`config.mk`:
```
export PLATFORM = sky130hd
export DESIGN_NAME = motor_feedback_frame_decoder
export DESIGN_NICKNAME = d
export VERILOG_FILES = /design/src/hdl/mfd_pkg.sv /design/src/hdl/mfd_ser_mul.sv /design/src/hdl/motor_feedback_frame_decoder.sv
export SDC_FILE = /design/constraint.sdc
export NUM_CORES = 2
export LEC_CHECK = 0
export BUFFER_PORTS_ARGS = -buffer_cell sky130_fd_sc_hd__clkbuf_2
export CORE_MARGIN = 1
export CORE_UTILIZATION = 30
export CTS_CLUSTER_SIZE = 8
export DETAILED_ROUTE_END_ITERATION = 8
export PLACE_DENSITY_LB_ADDON = 0.12
export SLEW_MARGIN = 10
export SYNTH_ARGS = -nofsm -noshare
export SYNTH_HDL_FRONTEND = slang
export SYNTH_SLANG_ARGS = --single-unit
```
`constraint.sdc`:
```
create_clock -name clock -period 13.57 [get_ports clock]
set_clock_uncertainty 0.2 [all_clocks]
set_input_delay 0.6785 -clock clock [delete_from_list [all_inputs] [get_ports clock]]
set_output_delay 0.6785 -clock clock [all_outputs]
set_load 0.01 [all_outputs]
```
`src/hdl/mfd_pkg.sv`:
```
// Shared types and constants of the motor feedback frame decoder.
// Used by the serial multiplier, the top level and the checker; depends on nothing.
package mfd_pkg;

   localparam int FRAME_W    = 64;
   localparam int CSR_IDX_W  = 3;
   localparam int CSR_DATA_W = 32;

   localparam int MCAND_W  = 34;
   localparam int MPLIER_W = 32;
   localparam int ACC_W    = MCAND_W + 1;
   localparam int CNT_W    = $clog2(MPLIER_W);
   localparam logic [CNT_W-1:0] MUL_LAST = CNT_W'(MPLIER_W - 1);

   localparam logic KIND_FRAME = 1'b0;
   localparam logic KIND_TICK  = 1'b1;

   localparam logic [7:0] CODE_READ_STATE   = 8'h9C;
   localparam logic [7:0] CODE_TORQUE_REPLY = 8'hA1;

   localparam logic [CSR_IDX_W-1:0] CSR_SPEED_WEIGHT    = 3'd0;
   localparam logic [CSR_IDX_W-1:0] CSR_CURRENT_WEIGHT  = 3'd1;
   localparam logic [CSR_IDX_W-1:0] CSR_DEGREE_PER_CNT  = 3'd2;
   localparam logic [CSR_IDX_W-1:0] CSR_RADIAN_PER_CNT  = 3'd3;
   localparam logic [CSR_IDX_W-1:0] CSR_LOST_TIMEOUT    = 3'd4;

   localparam logic [16:0] WEIGHT_ONE       = 17'h10000;
   localparam logic [24:0] DEG_PER_CNT_INIT = 25'd23592960;
   localparam logic [24:0] RAD_PER_CNT_INIT = 25'd411775;
   localparam logic [7:0]  TIMEOUT_INIT     = 8'd20;
   localparam logic [26:0] DEG_TO_RAD_Q32   = 27'd74961321;

   typedef struct packed {
      logic               kind;
      logic [FRAME_W-1:0] frame_data;
   } req_type;

   typedef struct packed {
      logic [15:0]        encoder_count;
      logic [15:0]        previous_encoder_count;
      logic [24:0]        angle_degrees;
      logic [24:0]        angle_radians;
      logic signed [31:0] speed_deg_rate;
      logic signed [31:0] speed_rad_rate;
      logic signed [31:0] current_level;
      logic [7:0]         temperature;
      logic               link_lost;
      logic               frame_used;
   } rsp_type;

endpackage

```
`src/hdl/mfd_ser_mul.sv`:
```
// Bit-serial signed multiplier: one multiplier bit per cycle, product in acc and low shift reg.
// Depends on mfd_pkg for its widths.
module mfd_ser_mul (
   input  logic                              clock,
   input  logic                              reset,
   input  logic                              start,
   input  logic signed [mfd_pkg::MCAND_W-1:0]  mcand,
   input  logic signed [mfd_pkg::MPLIER_W-1:0] mplier,
   output logic                              done,
   output logic signed [mfd_pkg::ACC_W-1:0]    prod_hi,
   output logic [mfd_pkg::MPLIER_W-1:0]        prod_lo
);

   logic                              busy_ff, busy_in;
   logic                              done_ff, done_in;
   logic [mfd_pkg::CNT_W-1:0]         cnt_ff, cnt_in;
   logic signed [mfd_pkg::ACC_W-1:0]  acc_ff, acc_in;
   logic [mfd_pkg::MPLIER_W-1:0]      lo_ff, lo_in;
   logic signed [mfd_pkg::MCAND_W-1:0] mc_ff, mc_in;
   logic signed [mfd_pkg::ACC_W:0]    mc_ext, addend, sum;
   logic                              last;

   // The top multiplier bit carries negative weight, so the last step subtracts.
   always_comb begin
      last   = (cnt_ff == mfd_pkg::MUL_LAST);
      mc_ext = {{2{mc_ff[mfd_pkg::MCAND_W-1]}}, mc_ff};
      if (!lo_ff[0]) begin
         addend = '0;
      end else if (last) begin
         addend = -mc_ext;
      end else begin
         addend = mc_ext;
      end
      sum = {acc_ff[mfd_pkg::ACC_W-1], acc_ff} + addend;
   end

   always_comb begin
      busy_in = busy_ff;
      done_in = 1'b0;
      cnt_in  = cnt_ff;
      acc_in  = acc_ff;
      lo_in   = lo_ff;
      mc_in   = mc_ff;
      if (start) begin
         busy_in = 1'b1;
         cnt_in  = '0;
         acc_in  = '0;
         lo_in   = mplier;
         mc_in   = mcand;
      end else if (busy_ff) begin
         cnt_in = cnt_ff + 1'b1;
         acc_in = sum[mfd_pkg::ACC_W:1];
         lo_in  = {sum[0], lo_ff[mfd_pkg::MPLIER_W-1:1]};
         if (last) begin
            busy_in = 1'b0;
            done_in = 1'b1;
         end
      end
   end

   always_ff @(posedge clock) begin
      if (reset) begin
         busy_ff <= 1'b0;
         done_ff <= 1'b0;
         cnt_ff  <= '0;
      end else begin
         busy_ff <= busy_in;
         done_ff <= done_in;
         cnt_ff  <= cnt_in;
      end
   end

   always_ff @(posedge clock) begin
      acc_ff <= acc_in;
      lo_ff  <= lo_in;
      mc_ff  <= mc_in;
   end

   assign done    = done_ff;
   assign prod_hi = acc_ff;
   assign prod_lo = lo_ff;

endmodule

```
`src/hdl/motor_feedback_frame_decoder.sv`:
```
// Requests are accepted one at a time, and each goes through three multiply phases.
// Each phase loads two bit-serial multipliers, shifts through the multiplier bits and hands over.
// A waiting response does not block acceptance of the next request.
// Reset is synchronous and active high; it clears the held state and restores the registers.
// Depends on mfd_pkg and mfd_ser_mul.
module motor_feedback_frame_decoder (
   input  logic                                clock,
   input  logic                                reset,
   input  logic                                req_valid,
   output logic                                req_ready,
   input  mfd_pkg::req_type                    req_data,
   output logic                                rsp_valid,
   input  logic                                rsp_ready,
   output mfd_pkg::rsp_type                    rsp_data,
   input  logic                                csr_valid,
   output logic                                csr_ready,
   input  logic [mfd_pkg::CSR_IDX_W-1:0]       csr_index,
   input  logic [mfd_pkg::CSR_DATA_W-1:0]      csr_data
);

   localparam logic [1:0] ST_IDLE = 2'd0;
   localparam logic [1:0] ST_MUL  = 2'd1;
   localparam logic [1:0] ST_DONE = 2'd2;

   localparam logic [1:0] PH_SPEED_DEG = 2'd0;
   localparam logic [1:0] PH_RPS_CUR   = 2'd1;
   localparam logic [1:0] PH_RAD       = 2'd2;

   logic [16:0] speed_weight_ff, current_weight_ff;
   logic [24:0] degree_per_count_ff, radian_per_count_ff;
   logic [7:0]  lost_timeout_ff;

   logic [1:0]  state_ff, phase_ff;
   logic        start_ff;
   logic        rsp_valid_ff;
   mfd_pkg::rsp_type rsp_data_ff;

   logic [15:0]        encoder_now_ff, encoder_before_ff;
   logic signed [31:0] speed_avg_ff, current_avg_ff;
   logic [7:0]         temperature_ff, silence_ff;
   logic               lost_ff, used_ff;
   logic [15:0]        speed_raw_ff, current_raw_ff;

   logic [24:0]        angle_deg_ff, angle_rad_ff;
   logic signed [31:0] speed_rad_ff;

   logic        req_accept, frame_known;
   logic [7:0]  silence_in;
   logic [16:0] speed_w_sat, current_w_sat;
   logic signed [mfd_pkg::MCAND_W-1:0]  a0, a1, speed_diff, current_diff;
   logic signed [mfd_pkg::MPLIER_W-1:0] b0, b1;
   logic        u0_done, u1_done;
   logic signed [mfd_pkg::ACC_W-1:0] u0_hi, u1_hi;
   logic [mfd_pkg::MPLIER_W-1:0]     u0_lo, u1_lo;
   logic [31:0] r16_0, r16_1, r32_0;

   assign req_ready  = (state_ff == ST_IDLE);
   assign req_accept = req_valid && req_ready;
   assign csr_ready  = 1'b1;
   assign rsp_valid  = rsp_valid_ff;
   assign rsp_data   = rsp_data_ff;

   always_comb begin
      frame_known = (req_data.frame_data[7:0] == mfd_pkg::CODE_READ_STATE) ||
                    (req_data.frame_data[7:0] == mfd_pkg::CODE_TORQUE_REPLY);
      silence_in  = (silence_ff == 8'hFF) ? silence_ff : silence_ff + 8'd1;
      speed_w_sat   = speed_weight_ff[16] ? mfd_pkg::WEIGHT_ONE : speed_weight_ff;
      current_w_sat = current_weight_ff[16] ? mfd_pkg::WEIGHT_ONE : current_weight_ff;
      speed_diff   = {{2{speed_raw_ff[15]}}, speed_raw_ff, 16'b0} -
                     {{2{speed_avg_ff[31]}}, speed_avg_ff};
      current_diff = {{2{current_raw_ff[15]}}, current_raw_ff, 16'b0} -
                     {{2{current_avg_ff[31]}}, current_avg_ff};
   end

   always_comb begin
      case (phase_ff)
         PH_SPEED_DEG: begin
            a0 = speed_diff;
            b0 = {15'b0, speed_w_sat};
            a1 = {9'b0, degree_per_count_ff};
            b1 = {16'b0, encoder_now_ff};
         end
         PH_RPS_CUR: begin
            a0 = {7'b0, mfd_pkg::DEG_TO_RAD_Q32};
            b0 = speed_avg_ff;
            a1 = current_diff;
            b1 = {15'b0, current_w_sat};
         end
         default: begin
            a0 = '0;
            b0 = '0;
            a1 = {9'b0, radian_per_count_ff};
            b1 = {16'b0, encoder_now_ff};
         end
      endcase
   end

   mfd_ser_mul u_mul0 (
      .clock   (clock),
      .reset   (reset),
      .start   (start_ff),
      .mcand   (a0),
      .mplier  (b0),
      .done    (u0_done),
      .prod_hi (u0_hi),
      .prod_lo (u0_lo)
   );

   mfd_ser_mul u_mul1 (
      .clock   (clock),
      .reset   (reset),
      .start   (start_ff),
      .mcand   (a1),
      .mplier  (b1),
      .done    (u1_done),
      .prod_hi (u1_hi),
      .prod_lo (u1_lo)
   );

   // Products shifted down by 16 or 32 bits, rounded half up.
   always_comb begin
      r16_0 = {u0_hi[15:0], u0_lo[31:16]} + {31'b0, u0_lo[15]};
      r16_1 = {u1_hi[15:0], u1_lo[31:16]} + {31'b0, u1_lo[15]};
      r32_0 = u0_hi[31:0] + {31'b0, u0_lo[31]};
   end

   always_ff @(posedge clock) begin
      if (reset) begin
         speed_weight_ff     <= mfd_pkg::WEIGHT_ONE;
         current_weight_ff   <= mfd_pkg::WEIGHT_ONE;
         degree_per_count_ff <= mfd_pkg::DEG_PER_CNT_INIT;
         radian_per_count_ff <= mfd_pkg::RAD_PER_CNT_INIT;
         lost_timeout_ff     <= mfd_pkg::TIMEOUT_INIT;
      end else if (csr_valid && csr_ready) begin
         unique case (csr_index)
            mfd_pkg::CSR_SPEED_WEIGHT:   speed_weight_ff     <= csr_data[16:0];
            mfd_pkg::CSR_CURRENT_WEIGHT: current_weight_ff   <= csr_data[16:0];
            mfd_pkg::CSR_DEGREE_PER_CNT: degree_per_count_ff <= csr_data[24:0];
            mfd_pkg::CSR_RADIAN_PER_CNT: radian_per_count_ff <= csr_data[24:0];
            mfd_pkg::CSR_LOST_TIMEOUT:   lost_timeout_ff     <= csr_data[7:0];
            default: begin
            end
         endcase
      end
   end

   always_ff @(posedge clock) begin
      if (reset) begin
         state_ff          <= ST_IDLE;
         phase_ff          <= PH_SPEED_DEG;
         start_ff          <= 1'b0;
         rsp_valid_ff      <= 1'b0;
         encoder_now_ff    <= '0;
         encoder_before_ff <= '0;
         speed_avg_ff      <= '0;
         current_avg_ff    <= '0;
         temperature_ff    <= '0;
         silence_ff        <= '0;
         lost_ff           <= 1'b0;
         used_ff           <= 1'b0;
      end else begin
         start_ff <= req_accept ||
                     (state_ff == ST_MUL && u0_done && u1_done &&
                      (phase_ff == PH_SPEED_DEG || phase_ff == PH_RPS_CUR));
         if (rsp_valid_ff && rsp_ready && state_ff != ST_DONE) begin
            rsp_valid_ff <= 1'b0;
         end
         unique case (state_ff)
            ST_IDLE: begin
               if (req_accept) begin
                  state_ff <= ST_MUL;
                  phase_ff <= PH_SPEED_DEG;
                  if (req_data.kind == mfd_pkg::KIND_FRAME) begin
                     silence_ff <= '0;
                     lost_ff    <= 1'b0;
                     used_ff    <= frame_known;
                     if (frame_known) begin
                        encoder_before_ff <= encoder_now_ff;
                        encoder_now_ff    <= req_data.frame_data[63:48];
                        temperature_ff    <= req_data.frame_data[15:8];
                     end
                  end else begin
                     silence_ff <= silence_in;
                     used_ff    <= 1'b0;
                     if (silence_in >= lost_timeout_ff) begin
                        lost_ff <= 1'b1;
                     end
                  end
               end
            end
            ST_MUL: begin
               if (u0_done && u1_done) begin
                  case (phase_ff)
                     PH_SPEED_DEG: begin
                        if (used_ff) begin
                           speed_avg_ff <= speed_avg_ff + r16_0;
                        end
                        phase_ff <= PH_RPS_CUR;
                     end
                     PH_RPS_CUR: begin
                        if (used_ff) begin
                           current_avg_ff <= current_avg_ff + r16_1;
                        end
                        phase_ff <= PH_RAD;
                     end
                     default: begin
                        state_ff <= ST_DONE;
                     end
                  endcase
               end
            end
            ST_DONE: begin
               if (!rsp_valid_ff || rsp_ready) begin
                  rsp_valid_ff <= 1'b1;
                  state_ff     <= ST_IDLE;
               end
            end
            default: begin
               state_ff <= ST_IDLE;
            end
         endcase
      end
   end

   always_ff @(posedge clock) begin
      if (req_accept) begin
         speed_raw_ff   <= req_data.frame_data[47:32];
         current_raw_ff <= req_data.frame_data[31:16];
      end
      if (state_ff == ST_MUL && u0_done && u1_done) begin
         case (phase_ff)
            PH_SPEED_DEG: angle_deg_ff <= r16_1[24:0];
            PH_RPS_CUR:   speed_rad_ff <= r32_0;
            default:      angle_rad_ff <= r16_1[24:0];
         endcase
      end
      if (state_ff == ST_DONE && (!rsp_valid_ff || rsp_ready)) begin
         rsp_data_ff.encoder_count          <= encoder_now_ff;
         rsp_data_ff.previous_encoder_count <= encoder_before_ff;
         rsp_data_ff.angle_degrees          <= angle_deg_ff;
         rsp_data_ff.angle_radians          <= angle_rad_ff;
         rsp_data_ff.speed_deg_rate         <= speed_avg_ff;
         rsp_data_ff.speed_rad_rate         <= speed_rad_ff;
         rsp_data_ff.current_level          <= current_avg_ff;
         rsp_data_ff.temperature            <= temperature_ff;
         rsp_data_ff.link_lost              <= lost_ff;
         rsp_data_ff.frame_used             <= used_ff;
      end
   end

endmodule

```
==> impl_metrics.env <==
export IMPL_critical_path_top_delay_family="simple AND/OR/NAND/NOR gates"
export IMPL_grt_pass1_wl_um=168000
export IMPL_tightest_slew_ps=1190
export IMPL_grt_pass1_vias=27000
export IMPL_grt_max_degree=172
export IMPL_crit_top_cell="ha_1"
export IMPL_vdd_drop_max_v=0.0000874
export IMPL_synth_top_area_cell="edfxtp_1"
export IMPL_timing_slew_headroom_pct=20.4
export IMPL_slowest_delay_ps=670
export IMPL_synth_area_um2=37100
export IMPL_synth_most_common_cell="edfxtp_1"
export IMPL_min_period_over_period_pct=38.9
export IMPL_post_cts_buffers=0
export IMPL_worstSetupStartpointType="flip-flop"
export IMPL_internal_power_mw=4.21
export IMPL_post_dp_cell_area_um2=40300
export IMPL_synth_distinct_cells=96
export IMPL_powerDensity_nw_per_um2=130
export IMPL_switchingPower_mw=1.52
export IMPL_area_delta_synth_final_pct=18.3
export IMPL_setup_violations=0
export IMPL_die_y_um=354
export IMPL_p_sw_share_pct=26.5
export IMPL_root_buffer="clkbuf_16"
export IMPL_cpMaxStageDelayCell="o41ai_1"
export IMPL_critPathKind="flip-flop to flip-flop"
export IMPL_vias=27900
export IMPL_numClockSinks=728
export IMPL_place_gp_congestion=0.860
export IMPL_p_leak_nw=16.9
export IMPL_pwr_share_clk_pct=43.0
export IMPL_hold_depth=3
export IMPL_layout_drive_gt1_share_pct=12.4
export IMPL_drc=0
export IMPL_cap_violations=0
export IMPL_drt_iter0_drc=1968
export IMPL_async_reset_ff_share_pct=0
export IMPL_grtUsageTotal_pct=17.4
export IMPL_r2r_cells=16
export IMPL_synth_edf_count=432
export IMPL_cp_end_kind="flip-flop"
export IMPL_max_clock_path_buffers=3
export IMPL_fin_ws_ps=8300
export IMPL_wl_per_cell_um=19.5
export IMPL_dpl_worst_slack_ps=8320
export IMPL_yosys_top_cells_count="432 x edfxtp_1, 408 x nand2_1, 328 x a21oi_1, 316 x nor2_1, 296 x dfxtp_1"
export IMPL_seqPwrFrac_pct=44.5
export IMPL_outcome="finished, final reports clean"
export IMPL_antenna_found_initial=11
export IMPL_yosysSeqAreaShare_pct=50.9
export IMPL_maxSlewViolCount=0
export IMPL_vias_per_cell=4.92
export IMPL_cp_required_ps=13980
export IMPL_grt_remaining_overflow=0
export IMPL_finalInstanceArea_um2=43900
export IMPL_ctsHoldBuffers=50
export IMPL_cts_resized=0
export IMPL_start_util_pct=30.4
export IMPL_synth_ff_type="edfxtp_1"
export IMPL_yosys_top_cells_area="edfxtp_1 35%, dfxtp_1 16%, ha_1 6.2%, xnor2_1 4.5%, a21oi_1 4.4%"
export IMPL_nets=4255
export IMPL_postRouteAntennaNets=0
export IMPL_clock_fmax_ghz=0.190
export IMPL_cts_htree_levels=3
export IMPL_routed_wl_um=111000
export IMPL_synth_area_per_cell_um2=10.2
export IMPL_ys_warn_count=0
export IMPL_cp_num_buf_inv=0
export IMPL_dr_pass1_iters=7
export IMPL_ys_seq_elements=728
export IMPL_synth_top_area_share_pct=35.0
export IMPL_holdWs_ps=47.5
export IMPL_port_buffers=287
export IMPL_n_fill_cell=12400
export IMPL_clkTransAtPathRegs_ps=50
export IMPL_cts_buffers=103
export IMPL_dp_hpwl_um=78600
export IMPL_core_um2=122000
export IMPL_die_w_um=354
export IMPL_cp_depth=16
export IMPL_io_pins=296
export IMPL_rows=128
export IMPL_utilization_pct=35.9
export IMPL_synthesis_nets=3928
export IMPL_min_path_type="input port to flip-flop"
export IMPL_dp_cells=5431
export IMPL_cts_tree="done"
export IMPL_stdcell_count=5675
export IMPL_p_total_mw=5.73
export IMPL_die_area_um2=125000
export IMPL_path_cells="ha_1 -> ha_1 -> nand3_1 -> nor3_1 -> and3_1 -> and2_1 -> nand4_1 -> xnor2_1 -> ha_1 -> nand4_1 -> o41ai_1 -> o21bai_1 -> a31oi_1 -> o31a_1 -> mux2_2 -> nand3_1"
export IMPL_crit_fanout=6
export IMPL_fin_crit_ps=5270
export IMPL_finalHoldViolCount=0
export IMPL_setup_tns_ps=0
export IMPL_comb_power_share_pct=12.5
export IMPL_clkLatencyLatePin_ps=690
export IMPL_netlist_instances=3634
export IMPL_arrival_ps=5690
export IMPL_rsz0062_at_grt="no"
cells in the final DEF (no fill, tap or decap), types with 90 or more instances in the layout:
| cell type | netlist | routed |
|---|---|---|
| edfxtp_1 | 432 | 432 |
| clkbuf_2 | 0 | 286 |
| a21oi_1 | 328 | 327 |
| inv_1 | 113 | 112 |
| clkbuf_16 | 0 | 105 |
| a21o_1 | 90 | 90 |
| ha_1 | 184 | 184 |
| nor2_1 | 316 | 313 |
| xnor2_1 | 189 | 189 |
| nand2_1 | 408 | 408 |
| o21ai_0 | 119 | 119 |
| dfxtp_1 | 296 | 293 |
layout make-up:
type | count | area (um2) | share of cell area, %
diodes | 1 | 2.50 | 0.00570
clock buffers | 185 | 2940 | 6.69
multi-input cells | 2636 | 17200 | 39.2
repair buffers | 378 | 2260 | 5.16
well taps | 1625 | 2030 | 4.63
clock inverters | 8 | 123 | 0.279
inverters | 114 | 428 | 0.975
flip-flops and latches | 728 | 18900 | 43.1
flip-flops by register name, indices dropped and copies added (netlist names), 16 cells and up:
| name | count |
|---|---|
| current_raw_ff | 16 |
| current_avg_ff | 32 |
| angle_deg_ff | 25 |
| speed_avg_ff | 32 |
| u_mul0.mc_ff | 33 |
| angle_rad_ff | 25 |
| u_mul0.prod_lo | 32 |
| u_mul1.prod_lo | 32 |
| degree_per_count_ff | 25 |
| encoder_before_ff | 16 |
| u_mul1.prod_hi | 35 |
| radian_per_count_ff | 25 |
| encoder_now_ff | 16 |
| current_weight_ff | 17 |
| u_mul1.mc_ff | 33 |
| u_mul0.prod_hi | 35 |
| speed_rad_ff | 32 |
| speed_weight_ff | 17 |
| speed_raw_ff | 16 |
| rsp_data | 188 |
routing by layer:
layer | track usage (%) | routed length (um) | share of wire, % | up-vias
met5 | 0 | 106 | 0.096 | -
met4 | 4.50 | 2060 | 1.9 | 16
li1 | - | - | - | 13900
met3 | 3.28 | 5770 | 5.2 | 136
met1 | 25.9 | 56300 | 51 | 13300
met2 | 25.7 | 46600 | 42 | 650
tightest hold or removal path: stages:
cell and delay [ps]:
clkbuf_2 80, mux2i_1 50, nor2_1 70
final timing paths:
kind,from,endpoint,slack (ps)
min,req_data[14],temperature_ff[6],50
max,u_mul1.prod_lo[15],current_avg_ff[31],8300
min reg2reg,angle_deg_ff[23],rsp_data[154],210
max reg2reg,u_mul1.prod_lo[15],current_avg_ff[31],8300
cells by family after synthesis:
kind of cell    Yosys count  share of synthesized area [%]
buf+inv                 270                           2.79
mux                      88                           2.39
fa+ha+maj               189                           6.48
simple gates           1220                           15.9
other cells               1                         0.0101
flops                   728                           50.9
compound gates          861                           14.9
xor+xnor                277                           6.54
power by group through the flow:
stage / sequential, mW / clock (mW) / combinational [mW]
after detailed placement: 2.59 / 0 / 0.702
after global placement: 2.59 / 0 / 0.702
after global routing: 2.56 / 2.64 / 0.800
after floorplan: 2.55 / 0 / 0.527
final: 2.55 / 2.46 / 0.715
after CTS: 2.55 / 2.55 / 0.718
No activity file was read; power rests on OpenSTA's default activity.
